==> config.mk <==
export PLATFORM = sky130hd
export DESIGN_NAME = ffa_ram
export DESIGN_NICKNAME = d
export VERILOG_FILES = /design/src/rtl/ffa_ram.sv
export SDC_FILE = /design/constraint.sdc
export NUM_CORES = 2
export LEC_CHECK = 0
export BUFFER_PORTS_ARGS = -buffer_cell sky130_fd_sc_hd__buf_2
export CAP_MARGIN = 10
export CORE_AREA = 5 5 488 490
export CTS_BUF_LIST = sky130_fd_sc_hd__clkbuf_2
export DETAILED_ROUTE_END_ITERATION = 12
export DIE_AREA = 0 0 493 495
export SYNTH_ARGS = -nofsm -noshare
export SYNTH_HDL_FRONTEND = slang
export SYNTH_SLANG_ARGS = --single-unit
==> constraint.sdc <==
create_clock -name clk -period 4.5 [get_ports clk]
set_input_delay 0.675 -clock clk [delete_from_list [all_inputs] [get_ports clk]]
set_output_delay 0.675 -clock clk [all_outputs]
set_load 0.02 [all_outputs]
==> src/rtl/ffa_ram.sv <==
// generic single-write, single-read ram with registered read data
`timescale 1ns / 1ps
`default_nettype none
module ffa_ram #(
	parameter int WIDTH = 33,
	parameter int DEPTH = 64,
	localparam int AW   = (DEPTH > 1) ? $clog2(DEPTH) : 1
) (
	input  wire logic             clk,
	input  wire logic             we,
	input  wire logic [AW-1:0]    waddr,
	input  wire logic [WIDTH-1:0] wdata,
	input  wire logic [AW-1:0]    raddr,
	output logic      [WIDTH-1:0] rdata
);
	logic [WIDTH-1:0] mem [DEPTH];

	always_ff @(posedge clk) begin
		if (we) begin
			mem[waddr] <= wdata;
		end
		rdata <= mem[raddr];
	end
endmodule
`default_nettype wire

==> impl_results.md <==
- # H-tree levels: 6
- Starting DRT DRC Count: 4946
- Critical Path Source Type: primary input
- Die width: 493 um
- Clk buf depth: 4
- Post-Syn Area: 81190 um2
- Worst EP required: 6.13 ns
- Clock slew seen by the registers of the worst setup and hold paths: 0.13 ns
- Via Count: 41570
- Antenna Violating Nets Remaining: 0
- Post-CTS setup buffer count: 0
- CP max stage cell: dlygate4sd3_1
- Slew Viols, Final: 0
- Clk_lat worst skew: 1.78 ns
- Gate Count Post-Synth: 3598
- Tot GR Track Use: 17.66%
- Fmax: 0.2957 GHz
- Final Net Count: 4282
- Via density per instance: 5.434
- CTS root buf: clkbuf_2
- Share of layout cells above drive strength 1: 35.20%
- CP cell instances: dlygate4sd3_1 -> buf_8 -> buf_12 -> mux4_2 -> nand2_1 -> a21oi_1 -> dlygate4sd3_1 -> nor3_1 -> dlygate4sd3_1 -> a211oi_1 -> dlygate4sd3_1
- # DRC: 0
- Sum Neg Setup Slack: 0 ns
- Final worst-path cycle share: 75.16%
- Max FO, Critical Path: 54
- Critical path capture point type: flip-flop
- Port buffer count: 79
- Initial Util: 34.75%
- Core Area: 233600 um2
- Post-Syn Nets: 3645
- Post-synth EDFFs: 2112
- Async S/R FF share, synth: 0%
- Max_slew headroom: 18.82%
- Cell Rows: 178
- Sequential element share of the synthesized area: 78.92%
- Synth warn: 0
- Post-layout util: 39.18%
- Initial DRT Pass Iterations: 5
- Worst Skew: 0.1459 ns
- # Max-Cap Violations: 0
- Leak: 0.02912 uW
- Critical path buffer and inverter count: 6
- Avg WL per Cell: 28.56 um
- Most frequent cells in the layout: edfxtp_1, clkbuf_2, mux4_2
- Delay-heaviest family, CP: buffers and inverters
- Pwr per Cell Area: 402.4 nW/um2
- Vias in the first global route: 42670
- CTS Sinks: 2145
- Initial antenna violation count: 18
- Most common cell after layout, fill and taps aside: edfxtp_1
- Min cycle time layout: 3.382 ns
- Area Growth Syn to Fin: 12.74%
- Die Y: 495 um
- RSZ-0062 raised after global routing: false
- Worst hold path class: primary input to flip-flop
- Least-Margin Pin Slew: 1.218 ns
- Final setup vio count: 0
- Critical Path Most Common Cell: dlygate4sd3_1
- Critical path class: primary input to flip-flop
- CTS tree: built
- Average instance area after synthesis: 22.57 um2
- Boundary pin count: 80
- Largest net degree at the start of global routing: 72
- Post-synthesis register bit count: 2145
- Synth cell types: 46
- WP data arrival: 5.01 ns
- Top_reg_cell synth: edfxtp_1
- Peak supply drop: 0.0003054 V
- Run status: finished clean
- Total Die Area: 244000 um2
- Critical path's largest stage delay: 0.61 ns
- CTS buffer count: 538
- Filler cells: 20960
- First-pass GRT wire length: 309100 um
- Count of final hold-check violations: 0
- Gpl congestion: 0.7643
- Total gr overflow: 0
- Detailed placement HPWL: 118300 um
- Overall routed net length: 218400 um
-- state kept, by name, indices dropped and copies added, names as in the netlist --
register,count
rdata,33
mem,2112
-- per-stage QoR --
step / power [uW] / setup slack, ns / instances / instance area (um2) / hold WS (ns)
final: 36830 / 1.118 / 7650 / 91540 / 0.2765
after global routing: 38490 / 0.9600 / 7646 / 91530 / 0.08144
after CTS: 37240 / 0.9335 / 7637 / 91500 / 0.04268
after detailed placement: 24690 / 1.131 / 6684 / 86260 / 0.7946
after global placement: 24650 / 1.116 / 6684 / 86260 / 0.7967
after floorplan: 23700 / 0.5949 / 3598 / 81190 / 0.6765
-- Yosys cell counts (2+ instances only) --
library cell | number | share of area [%]
or3_1 | 3 | 0.023
nand4_1 | 41 | 0.32
dfxtp_1 | 33 | 0.81
nand2b_1 | 5 | 0.039
buf_2 | 58 | 0.36
nand3_1 | 86 | 0.53
and2_1 | 12 | 0.092
clkbuf_1 | 82 | 0.38
a211oi_1 | 19 | 0.18
nor3_1 | 5 | 0.031
nor2b_1 | 23 | 0.18
o21ai_0 | 13 | 0.080
o211ai_1 | 8 | 0.074
a22oi_1 | 77 | 0.71
mux2_2 | 6 | 0.083
a211o_1 | 8 | 0.086
o221a_1 | 8 | 0.11
a21oi_1 | 17 | 0.10
nand3b_1 | 2 | 0.018
buf_1 | 13 | 0.060
mux4_2 | 485 | 13
a31oi_1 | 4 | 0.031
o221ai_1 | 46 | 0.50
buf_4 | 17 | 0.16
buf_6 | 28 | 0.39
nand2_1 | 102 | 0.47
or3b_2 | 3 | 0.032
buf_8 | 5 | 0.092
and4b_1 | 4 | 0.049
o22ai_1 | 59 | 0.45
edfxtp_1 | 2112 | 78
and3_1 | 19 | 0.15
a221oi_1 | 8 | 0.086
a211oi_2 | 10 | 0.15
nor2_1 | 71 | 0.33
mux2i_1 | 96 | 1.2
-- cells by family (layout without fill, tap and decap cells) --
logic type | Yosys count | count (layout) | synth area share (%)
buffers and inverters | 207 | 1186 | 1.473
AOI/OAI and AO/OA | 281 | 281 | 2.609
muxes | 587 | 587 | 14.72
and+or+nand+nor | 378 | 378 | 2.273
DFF | 2145 | 2145 | 78.92
other | 0 | 13 | 0
-- worst paths after layout --
kind                     from           to  slack (ns)  cells after the start
setup / recovery     raddr[0]    rdata[32]        1.12                     11
hold / removal      wdata[24]  mem[29][24]        0.28                      2
setup reg to reg  mem[53][32]    rdata[32]        1.36                      8
hold reg to reg    mem[26][7]     rdata[7]        0.78                      4
-- power breakdown --
| part | internal, uW | switching [uW] | leakage [uW] |
|---|---|---|---|
| clock network | 5060 | 7520 | 0.00355 |
| registers | 22100 | 108 | 0.0193 |
| logic | 741 | 1310 | 0.00629 |
-- per-layer routing --
metal | GRT usage, % | up-vias | wire, um
met3 | 4.866 | 340 | 21740
met4 | 5.754 | 6 | 5744
met1 | 24.43 | 22100 | 88530
li1 | - | 16930 | -
met5 | 0 | - | 39
met2 | 27.24 | 2188 | 102400
-- cell type report --
type,count,area [um2],share of cell area [%]
Sequential cell,2145,64080,70.01
Antenna cell,13,32.53,0.03554
Multi-Input combinational cell,1246,16430,17.95
Timing Repair Buffer,301,2623,2.865
Clock buffer,777,3889,4.248
Tap cell,3060,3829,4.183
Inverter,3,11.26,0.01230
Clock inverter,105,640.6,0.6998
-- worst reg2reg max path, cell delays in order, from the launching register on --
cell,delay [ns]
edfxtp_1,0.38
mux4_2,0.47
nand2_1,0.08
a21oi_1,0.08
dlygate4sd3_1,0.58
nor3_1,0.19
dlygate4sd3_1,0.59
a211oi_1,0.05
dlygate4sd3_1,0.61
-- repair_timing --
| item | in CTS | in global routing |
|---|---|---|
| resized for setup | 0 | 0 |
| hold buffers | 71 | 0 |
| endpoints found under the hold margin | 3006 | 0 |
Note: power is estimated with default switching activity, not from simulation.
